==> src/rtl/disc_elastic_collision_top_defines.svh <==
// Assertion macros shared by the RTL files.
`ifndef DISC_ELASTIC_COLLISION_TOP_DEFINES_SVH
`define DISC_ELASTIC_COLLISION_TOP_DEFINES_SVH

`ifndef SYNTHESIS
`define DEC_ASSERT(lbl, prop, msg) \
   lbl: assert property (@(posedge clock) disable iff (reset) (prop)) else $error(msg);
`define DEC_ASSERT_NEXT(lbl, pre, post, msg) \
   lbl: assert property (@(posedge clock) disable iff (reset) (pre) |=> (post)) else $error(msg);
`else
`define DEC_ASSERT(lbl, prop, msg)
`define DEC_ASSERT_NEXT(lbl, pre, post, msg)
`endif

`endif

==> src/rtl/dec_fifo.sv <==
`timescale 1ns / 1ps
`include "disc_elastic_collision_top_defines.svh"

module dec_fifo #(
   parameter int WIDTH = 8,
   parameter int DEPTH = 2
) (
   input  logic             clock,
   input  logic             reset,
   input  logic             push_valid,
   output logic             push_ready,
   input  logic [WIDTH-1:0] push_data,
   output logic             pop_valid,
   input  logic             pop_ready,
   output logic [WIDTH-1:0] pop_data
);
   localparam int AW = (DEPTH > 1) ? $clog2(DEPTH) : 1;
   localparam int CW = $clog2(DEPTH + 1);

   logic [WIDTH-1:0] mem_ff [DEPTH];
   logic [AW-1:0]    wr_ptr_ff, rd_ptr_ff;
   logic [CW-1:0]    count_ff;
   logic             push_w, pop_w;

   assign push_ready = (count_ff != CW'(DEPTH));
   assign pop_valid  = (count_ff != '0);
   assign push_w     = push_valid && push_ready;
   assign pop_w      = pop_valid && pop_ready;
   assign pop_data   = mem_ff[rd_ptr_ff];

   always_ff @(posedge clock) begin
      if (reset) begin
         wr_ptr_ff <= '0;
         rd_ptr_ff <= '0;
         count_ff  <= '0;
      end else begin
         if (push_w)
            wr_ptr_ff <= (wr_ptr_ff == AW'(DEPTH - 1)) ? '0 : wr_ptr_ff + 1'b1;
         if (pop_w)
            rd_ptr_ff <= (rd_ptr_ff == AW'(DEPTH - 1)) ? '0 : rd_ptr_ff + 1'b1;
         if (push_w && !pop_w)
            count_ff <= count_ff + 1'b1;
         else if (pop_w && !push_w)
            count_ff <= count_ff - 1'b1;
      end
   end

   always_ff @(posedge clock) begin
      if (push_w)
         mem_ff[wr_ptr_ff] <= push_data;
   end

   `DEC_ASSERT(a_count_range, count_ff <= CW'(DEPTH), "queue count beyond depth")
   `DEC_ASSERT_NEXT(a_count_up, push_w && !pop_w, count_ff == $past(count_ff) + 1'b1, "queue count missed a push")
   `DEC_ASSERT_NEXT(a_count_down, pop_w && !push_w, count_ff == $past(count_ff) - 1'b1, "queue count missed a pop")

endmodule

==> config.mk <==
export PLATFORM = sky130hd
export DESIGN_NAME = dec_fifo
export DESIGN_NICKNAME = d
export VERILOG_FILES = /design/src/rtl/dec_fifo.sv
export VERILOG_INCLUDE_DIRS = /design/src /design/src/rtl
export SDC_FILE = /design/constraint.sdc
export NUM_CORES = 1
export LEC_CHECK = 0
export ABC_CLOCK_PERIOD_IN_PS = 1850
export BUFFER_PORTS_ARGS = -buffer_cell sky130_fd_sc_hd__buf_4
export CORE_AREA = 2 2 43 45
export CTS_BUF_LIST = sky130_fd_sc_hd__clkbuf_8
export CTS_CLUSTER_DIAMETER = 50
export DETAILED_ROUTE_END_ITERATION = 10
export DIE_AREA = 0 0 45 47
export HOLD_SLACK_MARGIN = 0.03
export PLACE_DENSITY_LB_ADDON = 0.15
export SLEW_MARGIN = 10
export SYNTH_ARGS = -nofsm -noshare
export SYNTH_HDL_FRONTEND = slang
export SYNTH_SLANG_ARGS = --single-unit
==> constraint.sdc <==
create_clock -name clock -period 1.85 [get_ports clock]
set_input_delay 0.185 -clock clock [delete_from_list [all_inputs] [get_ports clock]]
set_output_delay 0.185 -clock clock [all_outputs]
set_load 0.005 [all_outputs]
# == After elaboration in Yosys (flattened, before gate mapping) ==
# Memories as Yosys holds them, arrays and structs flattened. A register that Yosys moved wholly into a read port is not among the register bits.
# Index checks and enable logic that the tools add are counted.
# totals
in_bits,12
reg_bits,4
output_inout_bits,10
wordCells,25
mem_bits_rw,16
n_memories,1
# classes
mux,8
eq_ne,1
addsub,4
reduce_logical,8
# memory_table
memory,depth,width,read_ports,rd_clocked_by_memory_dff,write_ports,line_no,source
mem_ff,2,8,1,1,1,dec_fifo.sv:20,logic [WIDTH-1:0] mem_ff [DEPTH];
# ops
cell,n
1-bit 2-to-1 mux,6
1-bit logical AND,4
2-bit 2-to-1 mux,2
2-bit nonzero test,2
"1-bit adder, second input constant",2
"2-bit by 1-bit adder with 2-bit output, second input constant",1
1-bit logical NOT,2
"2-bit != test, second input constant",1
"2-bit by 1-bit subtractor with 2-bit output, second input constant",1

# == Depth between registers and ports, before layout ==
# Gate-level depths: netlist (run 1).
# logic_depth
depth_word,6
mapped_depth,6
ltp_nobuf,6

# == Worst setup path before layout (run 1) ==
# OpenSTA, ideal clock, no wires.
# synth_timing
path_type,flip-flop to flip-flop
startpoint,reg count_ff[0]
endpoint,reg count_ff[1]
t_arrival_ns,1.415
period_less_slack_ns,1.485
path_stages_with_launch,6
path_slack_ns,0.365
cell_sequence,dfxtp_1 > nand2b_4 > and2_1 > ha_1 > or3_1 > a21oi_1
# synth_between
elab_chain_cells,5
# synth_lines
element,line_no,source
"start, declared",dec_fifo.sv:22,logic [CW-1:0] count_ff;
"start signal, assigned",dec_fifo.sv:42,count_ff <= count_ff + 1'b1;
"start signal, assigned",dec_fifo.sv:44,count_ff <= count_ff - 1'b1;
2-bit != test *,dec_fifo.sv:25,assign push_ready = (count_ff != CW'(DEPTH));
net push_ready,dec_fifo.sv:11,"output logic push_ready,"
1-bit logical AND *,dec_fifo.sv:27,assign push_w = push_valid && push_ready;
1-bit logical NOT,dec_fifo.sv:43,else if (pop_w && !push_w)
1-bit logical AND,dec_fifo.sv:43,
2-bit nonzero test (no line),n/a,
# Mark *: on every way through the listed nets, which the timed path passes. The rest lies on a longest branch. The select of a mux whose other input is x is not followed.
# A chain may end at the register's enable or synchronous reset.

# == Final worst setup path (run 1) ==
# layout_timing
startpoint,reg count_ff[0]
endpoint,reg count_ff[1]
# layout_between
elab_chain_cells,5
# layout_lines
element
"parallel branches: the longest is 5 deep, another holds 2-bit by 1-bit subtractor with 2-bit output"
# Parallel ways; which one is timed is not known. The select of a mux whose other input is x is not followed.

==> impl_metrics.yaml, run 1 <==
die:
  fp.dieW_um: 45
  core-area_um2: 1650
  ios: 22
  initial_core_util: 0.488
  num_rows: 15
  die_y_um: 47
  die_area_um2: 2120
synth:
  synth.cell_area_um2: 806
  netlist_instances: 49
  synth_seq_area_share: 0.720
  syn_area_per_cell_um2: 16.4
  synth_top_area_share: 0.596
  yosys-top-cells-area: "edfxtp_1 (60%), dfxtp_1 (12%), mux2_2 (11%)"
  synth_top_area_cell: "edfxtp_1"
  yosysWarnings: 0
  synth-seq-cells: 21
  synth_nets: 62
  synth_cell_types: 17
finish:
  nNetsFinal: 87
  drive_above_1_share: 0.493
  postLayoutCoreUtil: 0.621
  syn_to_final_growth_pct: 27.3
  seq_area_um2: 581
  diodes: 0
  multi_input_area_um2: 216
  n_fill_cell: 139
critical_path:
  worst_setup_path_start_kind: "register"
  max_stage_delay_ns: 0.37
  cp.arrival_ns: 1.75
  critPathCaptureType: "register"
  path_class: "reg -> reg"
  critPathMaxFanout: 5
  cp.required_ns: 2.04
  cp_top_family: "simple AND/OR/NAND/NOR gates"
  cp_slowest_cell: "or3_1"
  worst-path-buf-inv: 0
  critical_path.cell_chain: "nand2b_4, and2_1, ha_1, or3_1, a21oi_1"
global_route:
  grt_pass1_wl_um: 1790
  grt.overflow.total: 0
  grt_max_degree: 13
  grt_usage: 0.123
  grt_pass1_vias: 440
  antenna_found_initial: 0
hold_path:
  hold_class: "in -> reg"
clock_network:
  clkLatencyLatePin_ns: 0.25
  tritoncts: "done"
  post-cts-setup-buffers: 0
  cts_resized: 0
  cts_root_buf: "clkbuf_8"
  cts_hold_buf: 0
  numCtsBuffers: 3
  clock_path_buffers: 2
  htreeDepth: 1
  numClockSinks: 21
  clkTransAtPathRegs_ns: 0.07
placement:
  place.gp.congestion: 0.623
  port_buffers: 21
routing:
  drt_iter0_drc: 4
  viasPerCell: 5.08
  firstDrtPassIters: 2
  wire_per_inst_um: 13.0
  drcViolationCount: 0
  drt-total-wl_um: 1170
  ant_nets: 0
  via_count: 457
timing:
  skew_ns: 0.00125
  finalHoldWorstSlack_ns: 0.116
  relSlewSlack: 0.745
  fmax_ghz: 0.642
  rsz0062_at_grt: "false"
  period_share: 0.842
  worst_pin_slew_ns: 0.382
  final.setup.tns_ns: 0
  hold_viol_final: 0
  drv_slew: 0
  timing.final.crit_period_ns: 1.56
  setup_viol: 0
power:
  vdd_drop_max_uv: 837
  p_leak_nw: 0.411
  power-per-cell-area_nw_per_um2: 1300
job:
  max-cap-violations: 0
run_status:
  status: "finished clean"
## final cells by class
type,count,area share
clock buffer,3,0.0402
clock inverter,1,0.00488
inverter,1,0.00366
multi-input combinational,26,0.211
sequential,21,0.566
tap,17,0.0207
timing repair buffer,21,0.154
## report_power, final
part,switching [mW],internal [mW]
logic,0.148,0.240
registers,0.0613,0.599
clock network,0.137,0.149
total,0.347,0.989
## layout by cell type, fill, tap and decap left out
master and n:
a21bo_2 1, a21oi_1 2, and2_1 1, and3_1 1, buf_4 21, clkbuf_8 3
clkinv_2 1, dfxtp_1 5, edfxtp_1 16, ha_1 1, inv_1 1, mux2_2 8
nand2b_4 1, nand3b_1 1, nor2_1 3, o21ai_0 2, or2_2 1, or3_1 1
xor2_1 3
## logic make-up after synthesis
logic type                 after synthesis  share of synthesized area
muxes                                    8                      0.112
buffers and inverters                    2                     0.0109
AOI/OAI and AO/OA                        5                     0.0373
adders and majority gates                1                     0.0155
and+or+nand+nor                          9                     0.0714
DFF                                     21                      0.721
xor gates and xnor gates                 3                     0.0326
## registers in the layout, summed over array words and instances (netlist names), named ones only
name / flops
rd_ptr_ff: 1
count_ff: 2
mem_ff: 16
wr_ptr_ff: 1
## cells in the mapped netlist
| cell | instances |
|---|---|
| nand3b_1 | 1 |
| a21oi_1 | 2 |
| or3_1 | 1 |
| dfxtp_1 | 5 |
| buf_2 | 1 |
| a21bo_2 | 1 |
| edfxtp_1 | 16 |
| xor2_1 | 3 |
| inv_1 | 1 |
| nand2b_4 | 1 |
| and3_1 | 1 |
| o21ai_0 | 2 |
| or2_2 | 1 |
| mux2_2 | 8 |
| nor2_1 | 3 |
| and2_1 | 1 |
| ha_1 | 1 |
## per-layer routing
layer,wire [um],part of all wire,up-vias,global-route usage
li1,-,-,227,-
met1,452,0.39,215,0.135
met2,640,0.55,13,0.229
met3,73,0.062,2,0.0269
met4,4,0.0034,0,0.0529
met5,0,0,-,0
## worst paths after layout
check | from | end | slack (ns) | depth (start not counted)
max | count_ff[0]$_SDFFE_PP0P_ | count_ff[1]$_SDFFE_PP0P_ | 0.29 | 5
min | push_data[1] | mem_ff[0][1]$_DFFE_PP_ | 0.12 | 1
max reg2reg | count_ff[0]$_SDFFE_PP0P_ | count_ff[1]$_SDFFE_PP0P_ | 0.29 | 5
min reg2reg | rd_ptr_ff$_SDFFE_PP0P_ | register | 0.51 | 2
## through the flow
stage	cells	power [mW]	cell area [um^2]	setup WS, ns
3_5_place_dp	86	1.06	980	0.304
5_1_grt	90	1.41	1030	0.193
4_1_cts	90	1.35	1030	0.282
2_1_floorplan	49	0.895	806	0.365
3_3_place_gp	86	1.06	980	0.337
6_report	90	1.34	1030	0.292
## worst register-to-register path, stage by stage (launching register included)
cell and delay (ns):
dfxtp_1 0.36, nand2b_4 0.17, and2_1 0.16, ha_1 0.30, or3_1 0.37, a21oi_1 0.13
Note: power is estimated with default switching activity, not from simulation.
==> inputs of run 2 (changes only) <==
--- a/config.mk
+++ b/config.mk
@@ -6,13 +6,13 @@
 export SDC_FILE = /design/constraint.sdc
 export NUM_CORES = 1
 export LEC_CHECK = 0
-export ABC_CLOCK_PERIOD_IN_PS = 1850
+export ABC_CLOCK_PERIOD_IN_PS = 1300
 export BUFFER_PORTS_ARGS = -buffer_cell sky130_fd_sc_hd__buf_4
-export CORE_AREA = 2 2 43 45
+export CORE_AREA = 2 2 45 47
 export CTS_BUF_LIST = sky130_fd_sc_hd__clkbuf_8
 export CTS_CLUSTER_DIAMETER = 50
 export DETAILED_ROUTE_END_ITERATION = 10
-export DIE_AREA = 0 0 45 47
+export DIE_AREA = 0 0 47 49
 export HOLD_SLACK_MARGIN = 0.03
 export PLACE_DENSITY_LB_ADDON = 0.15
 export SLEW_MARGIN = 10
==> constraint.sdc (replaced) <==
create_clock -name clock -period 1.3 [get_ports clock]
set_input_delay 0.13 -clock clock [delete_from_list [all_inputs] [get_ports clock]]
set_output_delay 0.13 -clock clock [all_outputs]
set_load 0.005 [all_outputs]
==> run 2 against run 1 <==
The run now ends with setup timing left; via count is 6.6% higher; critical endpoint unchanged; final cell count is 19% higher; core utilization is 1.1 points higher; maximum frequency is 12% higher; design area is 14% higher; sequential share of layout area is 6.2 points lower; count of clock-buffer cells in the layout stayed put; clock skew hardly changed.
==> impl_metrics.yaml, run 2 (synthesis results as in run 1) <==
clock_network:
  cts_hold_buf: 0
  tritoncts: "done"
  htreeDepth: 1
  clock_path_buffers: 2
  cts_root_buf: "clkbuf_8"
  clkLatencyLatePin_ns: 0.25
  clkTransAtPathRegs_ns: 0.07
  post-cts-setup-buffers: 0
  numCtsBuffers: 3
  numClockSinks: 21
hold_path:
  hold_class: "in -> reg"
  hp-start: "reset"
  min_to: "count_ff[1]$_SDFFE_PP0P_"
  holdPathStages: 2
critical_path:
  path_class: "reg -> reg"
  regToRegEndpoint: "count_ff[1]$_SDFFE_PP0P_"
  critPathMaxFanout: 4
  rr_startpoint: "count_ff[0]$_SDFFE_PP0P_"
  r2r_cells: 6
  worst_setup_path_start_kind: "register"
  r2r_slack_ns: -0.09
  cp.arrival_ns: 1.58
  critPathCaptureType: "register"
  cp.required_ns: 1.49
die:
  core-area_um2: 1840
  initial_core_util: 0.438
  die_y_um: 49
  die_area_um2: 2300
  fp.dieW_um: 47
  ios: 22
  num_rows: 16
global_route:
  grt_pass1_vias: 450
  antenna_found_initial: 0
  grt_pass1_wl_um: 1940
  grt.overflow.total: 0
  grt_usage: 0.120
  grt_max_degree: 12
finish:
  postLayoutCoreUtil: 0.632
  largest_register: "mem_ff"
  largest_reg_flops: 16
  diodes: 0
  final_cell_mix: "buf_4 (24), edfxtp_1 (16), mux2_2 (5)"
  n_fill_cell: 152
  seq_area_um2: 587
  drive_above_1_share: 0.613
  multi_input_area_um2: 253
  syn_to_final_growth_pct: 44.6
  final_common_cell: "buf_4"
  nNetsFinal: 94
  largestRegisters: "mem_ff (16), count_ff (2)"
routing:
  wire_per_inst_um: 11.2
  drt_iter0_drc: 7
  ant_nets: 0
  via_count: 487
  viasPerCell: 4.55
  firstDrtPassIters: 3
  drcViolationCount: 0
  drt-total-wl_um: 1200
timing:
  drv_slew: 0
  fmax_ghz: 0.719
  worst_pin_slew_ns: 0.196
  skew_ns: 0.00170
  relSlewSlack: 0.868
  setup_viol: 1
  worst_slack_ns: -0.0914
  period_share: 1.07
  timing.final.crit_period_ns: 1.39
  hold_viol_final: 0
  rsz0062_at_grt: "true"
power:
  finalPower_mw: 2.17
  p_leak_nw: 0.471
  power-per-cell-area_nw_per_um2: 1870
  vdd_drop_max_uv: 1230
placement:
  port_buffers: 21
  place.gp.congestion: 0.652
  dpl.hpwl_um: 914
  post-place-ws_ns: -0.102
job:
  max-cap-violations: 0
run_status:
  status: "finished with violations"
  violations: "setup timing"
## run 2: cell count changes in the layout (fill, tap and decap cells not counted), sizes merged
cell	change
inv	+1
buf	+7
clkinv	-1
## run 2: power breakdown
group,switching [mW],internal (mW),leakage (nW),total [mW]
registers,0.0920,0.865,0.192,0.957
clock network,0.189,0.209,0.0269,0.398
logic,0.273,0.545,0.252,0.818
## run 2: area by class of cell
class | instances | area share
tap | 27 | 0.0290
sequential | 21 | 0.504
timing repair buffer | 28 | 0.208
multi-input combinational | 26 | 0.217
inverter | 1 | 0.00322
clock inverter | 1 | 0.00322
clock buffer | 3 | 0.0354
## run 2: how the worst max path moves through the flow
stage | from | end | slack (ns)
final | count_ff[0]$_SDFFE_PP0P_ | count_ff[1]$_SDFFE_PP0P_ | -0.09
after global placement | count_ff[1]$_SDFFE_PP0P_ | count_ff[1]$_SDFFE_PP0P_ | -0.06
after CTS | count_ff[0]$_SDFFE_PP0P_ | count_ff[1]$_SDFFE_PP0P_ | -0.09
after floorplan | count_ff[0]$_SDFFE_PP0P_ | count_ff[1]$_SDFFE_PP0P_ | -0.07
after global routing | count_ff[0]$_SDFFE_PP0P_ | count_ff[1]$_SDFFE_PP0P_ | -0.16
after detailed placement | count_ff[1]$_SDFFE_PP0P_ | count_ff[1]$_SDFFE_PP0P_ | -0.10
## run 2: through the flow
step           hold slack (ns)  TNS, ns  std cells  cell area (um^2)
2_1_floorplan            0.195  -0.0667         49               826
3_3_place_gp             0.315  -0.0633        103              1090
3_5_place_dp             0.318   -0.102        103              1090
4_1_cts                 0.0542  -0.0901        107              1140
5_1_grt                 0.0441   -0.221        107              1160
6_report                0.0590  -0.0914        107              1160
## run 2: routing by layer
layer | up-vias | track usage | wire (um)
li1 | 243 | - | -
met2 | 11 | 0.208 | 617
met4 | 0 | 0.0278 | 0
met5 | - | 0 | 0
met1 | 233 | 0.144 | 530
met3 | 0 | 0.0333 | 50
## run 2: repair_timing
item / in CTS / in global routing
cloned: 0 / 0
resized for setup: 3 / 7
pin swaps: 0 / 2
endpoints found under the setup margin: 10 / 6
## run 2: worst max-delay path: stages (launching register included)
cell,delay (ns)
dfxtp_2,0.34
nand2b_4,0.14
and2_4,0.14
ha_4,0.15
xor2_1,0.14
or3_1,0.32
a21oi_2,0.12
